$ cat src/aec16_pkg.sv
// Shared types and constants for the CDF16 arithmetic encoder.
`default_nettype none
package aec16_pkg;

  localparam int PENDING_LIMIT = 255;
  localparam int PEND_W        = $clog2(PENDING_LIMIT + 2);
  localparam int MAX_RESULTS   = 40;
  localparam int RES_W         = $clog2(MAX_RESULTS + 1);

  localparam logic [PEND_W-1:0] PEND_MAX = PEND_W'(PENDING_LIMIT);
  localparam logic [RES_W-1:0]  RES_MAX  = RES_W'(MAX_RESULTS);

  localparam logic [16:0] SCALE_TOTAL    = 17'h10000;
  localparam logic [31:0] HALF           = 32'h8000_0000;
  localparam logic [31:0] QUARTER        = 32'h4000_0000;
  localparam logic [31:0] THREE_QUARTERS = 32'hc000_0000;
  localparam logic [31:0] ALL_ONES       = 32'hffff_ffff;

  localparam logic CMD_ENCODE = 1'b0;
  localparam logic CMD_FINISH = 1'b1;

  localparam logic [1:0] STAT_OK   = 2'd0;
  localparam logic [1:0] STAT_BAD  = 2'd1;
  localparam logic [1:0] STAT_OVF  = 2'd2;

  typedef struct packed {
    logic        command;
    logic [15:0] sym_low;
    logic [16:0] sym_high;
  } in_item_t;

  typedef struct packed {
    logic [7:0] out_byte;
    logic       byte_valid;
    logic       last;
    logic [1:0] status;
  } out_item_t;

  typedef enum logic [3:0] {
    S_IDLE,
    S_MUL_TOP,
    S_MUL_BOT,
    S_NARROW,
    S_CHECK,
    S_RENORM,
    S_EMIT,
    S_FIN_PAD,
    S_DONE
  } state_t;

endpackage
`default_nettype wire

$ cat src/arithmetic_encoder_cdf16_core.sv
// Top level of the CDF16 arithmetic encoder: sequencer, shared renorm unit and byte output.
//
//  channel | ports                        | beat
//  --------+------------------------------+-------------------------------------------
//  input   | in_valid  in_ready  in_data  | command, sym_low, sym_high
//  output  | out_valid out_ready out_beat | out_byte, byte_valid, last, status
//
//  Encode: S_MUL_TOP, S_MUL_BOT, S_NARROW, S_CHECK dry run, S_RENORM passes, S_EMIT per
//  coded bit (decided bits plus released pending bits), S_DONE; the renorm shift count
//  is at most about 18. Finish: S_EMIT for the closing bit and pending+1 opposite bits,
//  S_FIN_PAD, S_DONE. The single renorm step unit (compare, subtract, shift) serves both
//  passes; emission is one bit per cycle unless stalled. in_ready is high only in idle.
//  Reset: synchronous rst_n puts the coder at low 0, high all ones, nothing pending.
//  Output stalls hold the sequencer wherever a byte must leave; bytes past MAX_RESULTS in one item are dropped.
`default_nettype none
module arithmetic_encoder_cdf16_core (
  input  wire                   clk,
  input  wire                   rst_n,
  input  wire                   in_valid,
  output logic                  in_ready,
  input  aec16_pkg::in_item_t   in_data,
  output logic                  out_valid,
  input  wire                   out_ready,
  output aec16_pkg::out_item_t  out_beat
);

  aec16_pkg::state_t state_r, state_nxt;

  // committed coder state
  logic [31:0]                  lo_r, lo_nxt;
  logic [31:0]                  hi_r, hi_nxt;
  logic [aec16_pkg::PEND_W-1:0] pend_r, pend_nxt;
  logic [7:0]                   pbyte_r, pbyte_nxt;
  logic [2:0]                   pcnt_r, pcnt_nxt;

  // item operands and narrowed interval
  logic [15:0]                  slo_r, slo_nxt;
  logic [16:0]                  shi_r, shi_nxt;
  logic [49:0]                  prod_r, prod_nxt;
  logic [31:0]                  nlo_r, nlo_nxt;
  logic [31:0]                  nhi_r, nhi_nxt;

  // working copies for the renorm passes
  logic [31:0]                  wlo_r, wlo_nxt;
  logic [31:0]                  whi_r, whi_nxt;
  logic [aec16_pkg::PEND_W-1:0] wpend_r, wpend_nxt;
  logic                         rel_bit_r, rel_bit_nxt;
  logic                         first_r, first_nxt;
  logic                         ret_fin_r, ret_fin_nxt;
  logic                         fin_r, fin_nxt;
  logic [1:0]                   status_r, status_nxt;

  // held byte: the latest byte waits here until we know if it is the last
  logic                         held_v_r, held_v_nxt;
  logic [7:0]                   held_byte_r, held_byte_nxt;
  logic [aec16_pkg::RES_W-1:0]  res_cnt_r, res_cnt_nxt;

  logic                         out_valid_r, out_valid_nxt;
  aec16_pkg::out_item_t         out_beat_r, out_beat_nxt;

  // ---------------------------------------------------------------------------
  // shared multiplier: range * sym_high, then range * sym_low
  logic [32:0] rng;
  logic [16:0] mul_b;
  assign rng   = {1'b0, hi_r} - {1'b0, lo_r} + 33'd1;
  assign mul_b = (state_r == aec16_pkg::S_MUL_TOP) ? shi_r : {1'b0, slo_r};
  assign prod_nxt = {17'd0, rng} * {33'd0, mul_b};

  // ---------------------------------------------------------------------------
  // shared renorm step unit on the working interval
  logic        dec_low, dec_high, dec_mid, dec_none;
  logic [31:0] step_lo, step_hi;
  always_comb begin
    dec_low  = ~whi_r[31];
    dec_high = ~dec_low & wlo_r[31];
    dec_mid  = ~dec_low & ~dec_high & (wlo_r[31:30] == 2'b01) & (whi_r[31:30] == 2'b10);
    dec_none = ~dec_low & ~dec_high & ~dec_mid;
    if (dec_low) begin
      step_lo = wlo_r;
      step_hi = whi_r;
    end else if (dec_high) begin
      step_lo = wlo_r - aec16_pkg::HALF;
      step_hi = whi_r - aec16_pkg::HALF;
    end else begin
      step_lo = wlo_r - aec16_pkg::QUARTER;
      step_hi = whi_r - aec16_pkg::QUARTER;
    end
    step_lo = {step_lo[30:0], 1'b0};
    step_hi = {step_hi[30:0], 1'b1};
  end

  logic ovf_hit;
  assign ovf_hit = dec_mid && (wpend_r >= aec16_pkg::PEND_MAX);

  // ---------------------------------------------------------------------------
  // bit emitter and byte completion
  logic       ebit;
  logic [7:0] pbyte_shift;
  logic       emit_last;
  logic       byte_evt;
  logic [7:0] byte_val;
  logic       byte_keep;
  logic       can_push;
  logic       stall;
  logic [2:0] pad_amt;
  logic       bad_iv;

  assign ebit        = first_r ? rel_bit_r : ~rel_bit_r;
  assign pbyte_shift = {pbyte_r[6:0], ebit};
  assign emit_last   = first_r ? (wpend_r == '0)
                               : (wpend_r == aec16_pkg::PEND_W'(1));
  assign pad_amt     = 3'(4'd8 - {1'b0, pcnt_r});
  assign bad_iv      = (in_data.sym_high <= {1'b0, in_data.sym_low}) ||
                       (in_data.sym_high > aec16_pkg::SCALE_TOTAL);

  always_comb begin
    byte_evt = 1'b0;
    byte_val = pbyte_shift;
    if (state_r == aec16_pkg::S_EMIT && pcnt_r == 3'd7) begin
      byte_evt = 1'b1;
    end else if (state_r == aec16_pkg::S_FIN_PAD && pcnt_r != 3'd0) begin
      byte_evt = 1'b1;
      byte_val = pbyte_r << pad_amt;
    end
  end

  assign byte_keep = byte_evt && (res_cnt_r < aec16_pkg::RES_MAX);
  assign can_push  = ~out_valid_r | out_ready;
  assign stall     = (byte_keep && held_v_r && !can_push) ||
                     (state_r == aec16_pkg::S_DONE && !can_push);

  // ---------------------------------------------------------------------------
  // next state
  always_comb begin
    state_nxt = state_r;
    case (state_r)
      aec16_pkg::S_IDLE: begin
        if (in_valid) begin
          if (in_data.command == aec16_pkg::CMD_FINISH) state_nxt = aec16_pkg::S_EMIT;
          else if (bad_iv)                              state_nxt = aec16_pkg::S_DONE;
          else                                          state_nxt = aec16_pkg::S_MUL_TOP;
        end
      end
      aec16_pkg::S_MUL_TOP: state_nxt = aec16_pkg::S_MUL_BOT;
      aec16_pkg::S_MUL_BOT: state_nxt = aec16_pkg::S_NARROW;
      aec16_pkg::S_NARROW:  state_nxt = aec16_pkg::S_CHECK;
      aec16_pkg::S_CHECK: begin
        if (dec_none)     state_nxt = aec16_pkg::S_RENORM;
        else if (ovf_hit) state_nxt = aec16_pkg::S_DONE;
      end
      aec16_pkg::S_RENORM: begin
        if (dec_none)                 state_nxt = aec16_pkg::S_DONE;
        else if (dec_low || dec_high) state_nxt = aec16_pkg::S_EMIT;
      end
      aec16_pkg::S_EMIT: begin
        if (!stall && emit_last) begin
          state_nxt = ret_fin_r ? aec16_pkg::S_FIN_PAD : aec16_pkg::S_RENORM;
        end
      end
      aec16_pkg::S_FIN_PAD: if (!stall) state_nxt = aec16_pkg::S_DONE;
      aec16_pkg::S_DONE:    if (!stall) state_nxt = aec16_pkg::S_IDLE;
      default:              state_nxt = aec16_pkg::S_IDLE;
    endcase
  end

  // ---------------------------------------------------------------------------
  // datapath and outputs
  always_comb begin
    lo_nxt        = lo_r;
    hi_nxt        = hi_r;
    pend_nxt      = pend_r;
    pbyte_nxt     = pbyte_r;
    pcnt_nxt      = pcnt_r;
    slo_nxt       = slo_r;
    shi_nxt       = shi_r;
    nlo_nxt       = nlo_r;
    nhi_nxt       = nhi_r;
    wlo_nxt       = wlo_r;
    whi_nxt       = whi_r;
    wpend_nxt     = wpend_r;
    rel_bit_nxt   = rel_bit_r;
    first_nxt     = first_r;
    ret_fin_nxt   = ret_fin_r;
    fin_nxt       = fin_r;
    status_nxt    = status_r;
    held_v_nxt    = held_v_r;
    held_byte_nxt = held_byte_r;
    res_cnt_nxt   = res_cnt_r;
    out_valid_nxt = out_valid_r & ~out_ready;
    out_beat_nxt  = out_beat_r;

    case (state_r)
      aec16_pkg::S_IDLE: begin
        if (in_valid) begin
          slo_nxt     = in_data.sym_low;
          shi_nxt     = in_data.sym_high;
          status_nxt  = bad_iv ? aec16_pkg::STAT_BAD : aec16_pkg::STAT_OK;
          fin_nxt     = (in_data.command == aec16_pkg::CMD_FINISH);
          held_v_nxt  = 1'b0;
          res_cnt_nxt = '0;
          if (in_data.command == aec16_pkg::CMD_FINISH) begin
            // closing bit picks the quarter the low bound sits in
            status_nxt  = aec16_pkg::STAT_OK;
            wpend_nxt   = pend_r + aec16_pkg::PEND_W'(1);
            rel_bit_nxt = |lo_r[31:30];
            first_nxt   = 1'b1;
            ret_fin_nxt = 1'b1;
          end
        end
      end
      aec16_pkg::S_MUL_BOT: begin
        nhi_nxt = lo_r + (prod_r[47:16] - 32'd1);
      end
      aec16_pkg::S_NARROW: begin
        nlo_nxt   = lo_r + prod_r[47:16];
        wlo_nxt   = lo_r + prod_r[47:16];
        whi_nxt   = nhi_r;
        wpend_nxt = pend_r;
      end
      aec16_pkg::S_CHECK: begin
        // dry run: find pending overflow before any bit leaves
        if (dec_none) begin
          wlo_nxt   = nlo_r;
          whi_nxt   = nhi_r;
          wpend_nxt = pend_r;
        end else if (ovf_hit) begin
          status_nxt = aec16_pkg::STAT_OVF;
        end else begin
          wlo_nxt   = step_lo;
          whi_nxt   = step_hi;
          wpend_nxt = dec_mid ? wpend_r + aec16_pkg::PEND_W'(1) : '0;
        end
      end
      aec16_pkg::S_RENORM: begin
        if (!dec_none) begin
          wlo_nxt = step_lo;
          whi_nxt = step_hi;
          if (dec_mid) begin
            wpend_nxt = wpend_r + aec16_pkg::PEND_W'(1);
          end else begin
            rel_bit_nxt = dec_high;
            first_nxt   = 1'b1;
            ret_fin_nxt = 1'b0;
          end
        end
      end
      aec16_pkg::S_EMIT: begin
        if (!stall) begin
          pbyte_nxt = (pcnt_r == 3'd7) ? 8'd0 : pbyte_shift;
          pcnt_nxt  = pcnt_r + 3'd1;
          if (first_r) first_nxt = 1'b0;
          else         wpend_nxt = wpend_r - aec16_pkg::PEND_W'(1);
        end
      end
      aec16_pkg::S_FIN_PAD: begin
        if (!stall) begin
          pbyte_nxt = 8'd0;
          pcnt_nxt  = 3'd0;
        end
      end
      aec16_pkg::S_DONE: begin
        if (!stall) begin
          out_valid_nxt = 1'b1;
          out_beat_nxt  = '{out_byte: (held_v_r ? held_byte_r : 8'd0),
                            byte_valid: held_v_r, last: 1'b1, status: status_r};
          held_v_nxt  = 1'b0;
          res_cnt_nxt = '0;
          if (fin_r) begin
            lo_nxt    = '0;
            hi_nxt    = aec16_pkg::ALL_ONES;
            pend_nxt  = '0;
            pbyte_nxt = 8'd0;
            pcnt_nxt  = 3'd0;
          end else if (status_r == aec16_pkg::STAT_OK) begin
            lo_nxt   = wlo_r;
            hi_nxt   = whi_r;
            pend_nxt = wpend_r;
          end
        end
      end
      default: ;
    endcase

    // a completed byte pushes the older held byte out as a non-final beat
    if (byte_keep && !stall) begin
      if (held_v_r) begin
        out_valid_nxt = 1'b1;
        out_beat_nxt  = '{out_byte: held_byte_r, byte_valid: 1'b1,
                          last: 1'b0, status: aec16_pkg::STAT_OK};
      end
      held_v_nxt    = 1'b1;
      held_byte_nxt = byte_val;
      res_cnt_nxt   = res_cnt_r + aec16_pkg::RES_W'(1);
    end
  end

  // ---------------------------------------------------------------------------
  always_ff @(posedge clk) begin
    if (!rst_n) begin
      state_r     <= aec16_pkg::S_IDLE;
      lo_r        <= '0;
      hi_r        <= aec16_pkg::ALL_ONES;
      pend_r      <= '0;
      pbyte_r     <= '0;
      pcnt_r      <= '0;
      first_r     <= 1'b0;
      ret_fin_r   <= 1'b0;
      fin_r       <= 1'b0;
      status_r    <= aec16_pkg::STAT_OK;
      held_v_r    <= 1'b0;
      res_cnt_r   <= '0;
      out_valid_r <= 1'b0;
    end else begin
      state_r     <= state_nxt;
      lo_r        <= lo_nxt;
      hi_r        <= hi_nxt;
      pend_r      <= pend_nxt;
      pbyte_r     <= pbyte_nxt;
      pcnt_r      <= pcnt_nxt;
      first_r     <= first_nxt;
      ret_fin_r   <= ret_fin_nxt;
      fin_r       <= fin_nxt;
      status_r    <= status_nxt;
      held_v_r    <= held_v_nxt;
      res_cnt_r   <= res_cnt_nxt;
      out_valid_r <= out_valid_nxt;
    end
  end

  always_ff @(posedge clk) begin
    slo_r       <= slo_nxt;
    shi_r       <= shi_nxt;
    prod_r      <= prod_nxt;
    nlo_r       <= nlo_nxt;
    nhi_r       <= nhi_nxt;
    wlo_r       <= wlo_nxt;
    whi_r       <= whi_nxt;
    wpend_r     <= wpend_nxt;
    rel_bit_r   <= rel_bit_nxt;
    held_byte_r <= held_byte_nxt;
    out_beat_r  <= out_beat_nxt;
  end

  assign in_ready  = (state_r == aec16_pkg::S_IDLE);
  assign out_valid = out_valid_r;
  assign out_beat  = out_beat_r;

`ifndef SYNTH
  // idle means the previous item fully drained its byte buffer
  a_idle_clean: assert property (@(posedge clk) disable iff (!rst_n)
    (state_r == aec16_pkg::S_IDLE) |-> (!held_v_r && res_cnt_r == '0))
    else $error("held byte left over in idle");

  // a rejected item never produced a byte
  a_err_no_bytes: assert property (@(posedge clk) disable iff (!rst_n)
    (state_r == aec16_pkg::S_DONE && status_r != aec16_pkg::STAT_OK) |-> !held_v_r)
    else $error("bytes produced by a rejected item");

  // committed pending count never passes the limit
  a_pend_limit: assert property (@(posedge clk) disable iff (!rst_n)
    pend_r <= aec16_pkg::PEND_MAX)
    else $error("pending count above limit");

  // a status-only beat always closes its item
  a_status_last: assert property (@(posedge clk) disable iff (!rst_n)
    (out_valid_r && !out_beat_r.byte_valid) |-> out_beat_r.last)
    else $error("status-only beat without last");
`endif

endmodule
`default_nettype wire

$ cat config.mk
export PLATFORM = sky130hd
export DESIGN_NAME = arithmetic_encoder_cdf16_core
export DESIGN_NICKNAME = d
export VERILOG_FILES = /design/src/aec16_pkg.sv /design/src/arithmetic_encoder_cdf16_core.sv
export SDC_FILE = /design/constraint.sdc
export NUM_CORES = 2
export LEC_CHECK = 0
export ABC_CLOCK_PERIOD_IN_PS = 16950
export BUFFER_PORTS_ARGS = -buffer_cell sky130_fd_sc_hd__clkbuf_2
export CORE_MARGIN = 2
export CORE_UTILIZATION = 49
export CTS_BUF_LIST = sky130_fd_sc_hd__clkbuf_8
export CTS_CLUSTER_DIAMETER = 60
export DETAILED_ROUTE_END_ITERATION = 6
export PLACE_DENSITY = 0.64
export SYNTH_ARGS = -nofsm -noshare
export SYNTH_HDL_FRONTEND = slang
export SYNTH_SLANG_ARGS = --single-unit
$ cat constraint.sdc
create_clock -name clk -period 16.95 [get_ports clk]
set_input_delay 1.695 -clock clk [delete_from_list [all_inputs] [get_ports clk]]
set_output_delay 1.695 -clock clk [all_outputs]
set_load 0.05 [all_outputs]
==> impl_metrics.sql <==
INSERT INTO impl_metrics (metric_group, metric, value, unit) VALUES
('floorplanning', 'die_area', '74900', 'µm²'),
('global_route', 'grt_max_degree', '101', ''),
('cells_and_area', 'num-fill-cells', '6749', ''),
('clock_tree', 'clock_sink_count', '324', ''),
('floorplanning', 'starting_utilization_of_the_core_area', '49.7', '%'),
('yosys', 'post-synth-top-count-cell', 'sky130_fd_sc_hd__inv_1', ''),
('yosys', 'netlist_top_cells_area', 'sky130_fd_sc_hd__fa_1 (26%), sky130_fd_sc_hd__edfxtp_1 (15%), sky130_fd_sc_hd__ha_1 (10%)', ''),
('clock_tree', 'post_cts.resized_instances', '0', ''),
('clock_tree', 'cts-buffers-inserted', '59', ''),
('floorplanning', 'die_height', '274', 'µm'),
('critical_path', 'start_kind', 'register', ''),
('sta', 'min_period', '10.05', 'ns'),
('global_route', 'grt_antenna_before_repair', '2', ''),
('place', 'dp_slack', '7.06', 'ns'),
('yosys', 'synthTopCellsByCount', 'sky130_fd_sc_hd__inv_1 (735), sky130_fd_sc_hd__nand2_1 (585), sky130_fd_sc_hd__fa_1 (464)', ''),
('drt', 'detail_route.drc_violations', '1', ''),
('yosys', 'unique_cell_type_count_in_the_yosys_netlist', '72', ''),
('clock_tree', 'cts-hold-fix-buffers', '0', ''),
('yosys', 'netlist.top_cell.by_area', 'sky130_fd_sc_hd__fa_1', ''),
('yosys', 'fraction_of_registers_with_async_set_or_reset_after_synthesis', '0', '%'),
('drt', 'number_of_vias_after_detailed_routing', '27200', ''),
('floorplanning', 'floorplan.rows', '98', ''),
('yosys', 'yosysWarnings', '0', ''),
('yosys', 'yosys.area.top_type_share', '26.1', '%'),
('cells_and_area', 'area_delta_synth_final', '7.33', '%'),
('sta', 'grt_setup_unrepaired', 'false', ''),
('drt', 'route.final.wire_length', '93600', 'µm'),
('yosys', 'synth.yosys.seq_area_share', '23.2', '%'),
('drt', 'vias_per_cell', '5.47', ''),
('critical_path', 'timing.critical_path.to_type', 'register', ''),
('floorplanning', 'io_pins', '52', ''),
('floorplanning', 'core_region_area', '71700', 'µm²'),
('cells_and_area', 'fin_cells', '4974', ''),
('drt', 'antenna_violating_nets_post_route', '0', ''),
('critical_path', 'regToRegSetupSlack', '6.90', 'ns'),
('place', 'post-dp-hpwl', '69500', 'µm'),
('yosys', 'ys_dominant_reg_cell', 'sky130_fd_sc_hd__edfxtp_1', ''),
('global_route', 'grt.total_usage', '25.6', '%'),
('clock_tree', 'cts_tree', 'yes', ''),
('critical_path', 'crit_type', 'reg -> reg', ''),
('yosys', 'synth_edf_count', '179', ''),
('yosys', 'syn-instance-count', '3975', ''),
('clock_tree', 'clock_latency', '0.71', 'ns'),
('cells_and_area', 'fraction_of_layout_cells_with_a_size_suffix_above_1', '5.99', '%'),
('critical_path', 'worstPathArrival', '10.62', 'ns'),
('flow_run', 'cap_viol_max_count', '0', ''),
('floorplanning', 'die_w', '274', 'µm'),
('critical_path', 'required', '17.52', 'ns'),
('cells_and_area', 'final_nets', '4767', ''),
('sta', 'worst-slew-pin-transition', '1.16', 'ns'),
('cells_and_area', 'area.sequential', '8280', 'µm²'),
('critical_path', 'timing.critical_path.slowest_stage_cell', 'sky130_fd_sc_hd__fa_1', ''),
('run_status', 'failed_checks', 'DRC', ''),
('drt', 'drt-pass1-iter-count', '7', ''),
('yosys', 'yosys_register_bits', '324', ''),
('place', 'place_inst', '4861', ''),
('sta', 'postLayoutSetupSlackWorst', '6.90', 'ns'),
('clock_tree', 'post_cts.repair.setup_buffers', '0', ''),
('sta', 'totalNegativeSetupSlack', '0', 'ns'),
('clock_tree', 'path_clk_slew', '0.06', 'ns'),
('sta', 'final_min_period_over_clock_period', '59.3', '%'),
('place', 'gp_routability_congestion', '0.861', ''),
('global_route', 'gr-total-overflow', '0', ''),
('critical_path', 'timing.critical_path.fanout_max', '12', ''),
('clock_tree', 'htreeDepth', '2', ''),
('drt', 'detailedRoute.firstIterationViolations', '2365', ''),
('sta', 'final_hold_viol_count', '0', ''),
('yosys', 'synth_fp_nets', '4770', ''),
('sta', 'slew_viol_final', '0', ''),
('run_status', 'run_status', 'finished, violations left', ''),
('cells_and_area', 'layout.core_utilization', '53.3', '%');
[logic make-up (layout without fill, tap and decap cells)]
kind of cell	after synthesis	in the layout	share of synthesized area [%]
flops	324	324	23.2
compound gates	556	556	10.4
simple gates	1262	1262	15.8
buf+inv	898	945	9.51
other cells	0	2	0
mux	35	35	1.05
xor+xnor	143	143	3.62
fa+ha+maj	757	757	36.4
[stage by stage]
step	hold slack (ns)	area [µm²]
6_report	0.459	38200
5_1_grt	0.480	38200
4_1_cts	0.463	38200
3_5_place_dp	0.448	36900
3_3_place_gp	0.438	36900
2_1_floorplan	0.430	35600
[path summary, 6_finish.rpt]
kind | startpoint | to | cells after the start
max | lo_r[1]$_SDFFE_PN0P_ | prod_r[45]$_DFF_P_ | 37
min | out_beat[0]$_DFF_P_ | out_beat[0]$_DFF_P_ | 2
max reg2reg | lo_r[1]$_SDFFE_PN0P_ | prod_r[45]$_DFF_P_ | 37
min reg2reg | out_beat[0]$_DFF_P_ | out_beat[0]$_DFF_P_ | 2
[layer usage]
| metal | up-vias | track usage, % | part of all wire [%] |
|---|---|---|---|
| li1 | 12700 | - | - |
| met3 | 172 | 3.66 | 6.1 |
| met4 | 0 | 7.79 | 3.0 |
| met5 | - | 0 | 0 |
| met1 | 13500 | 34.4 | 43 |
| met2 | 830 | 42.8 | 47 |
[layout make-up]
cell class                      instances  area share, %
Clock buffer                           69           2.48
Tap cell                              950           3.11
Inverter                              735           7.22
Multi-Input combinational cell       2753           63.0
Timing Repair Buffer                   99           1.61
Clock inverter                         42          0.871
Antenna cell                            2         0.0131
Sequential cell                       324           21.7
[registers in the layout (all words and copies together), names as in the netlist]
signal,cells
prod_r,32
wpend_r,9
first_r,1
slo_r,16
wlo_r,32
pcnt_r,3
status_r,2
held_byte_r,8
out_beat,12
held_v_r,1
hi_r,32
pbyte_r,8
rel_bit_r,1
lo_r,32
nlo_r,32
shi_r,17
pend_r,9
nhi_r,32
out_valid,1
whi_r,32
fin_r,1
ret_fin_r,1
state_r,4
res_cnt_r,6
[worst max-delay path, delay by kind of cell (launching register included)]
kind,cells,cell delay (ns)
adder cells (fa/ha/maj),10,4.36
AO/OA/AOI/OAI,13,3.13
AND/OR/NAND/NOR,6,1.27
buffers and inverters,6,0.50
flip-flops,1,0.34
XOR/XNOR,2,0.30
[layout by cell type, fill, tap and decap left out, drive strengths merged, types with 23 or more instances in the layout]
| cell | instances |
|---|---|
| inv | 754 |
| nand2 | 585 |
| fa | 464 |
| ha | 293 |
| nor2 | 276 |
| edfxtp | 179 |
| dfxtp | 145 |
| a21oi | 129 |
| clkbuf | 120 |
| o21ai | 118 |
| xnor2 | 103 |
| nor3 | 80 |
| nand3 | 77 |
| and2 | 77 |
| a21boi | 57 |
| a21o | 56 |
| buf | 48 |
| nand3b | 42 |
| xor2 | 39 |
| nand2b | 31 |
| o21bai | 23 |
| o21a | 23 |
Power is not shown: default switching activity piles up to over one toggle a cycle in this logic, so the estimate is an artifact.
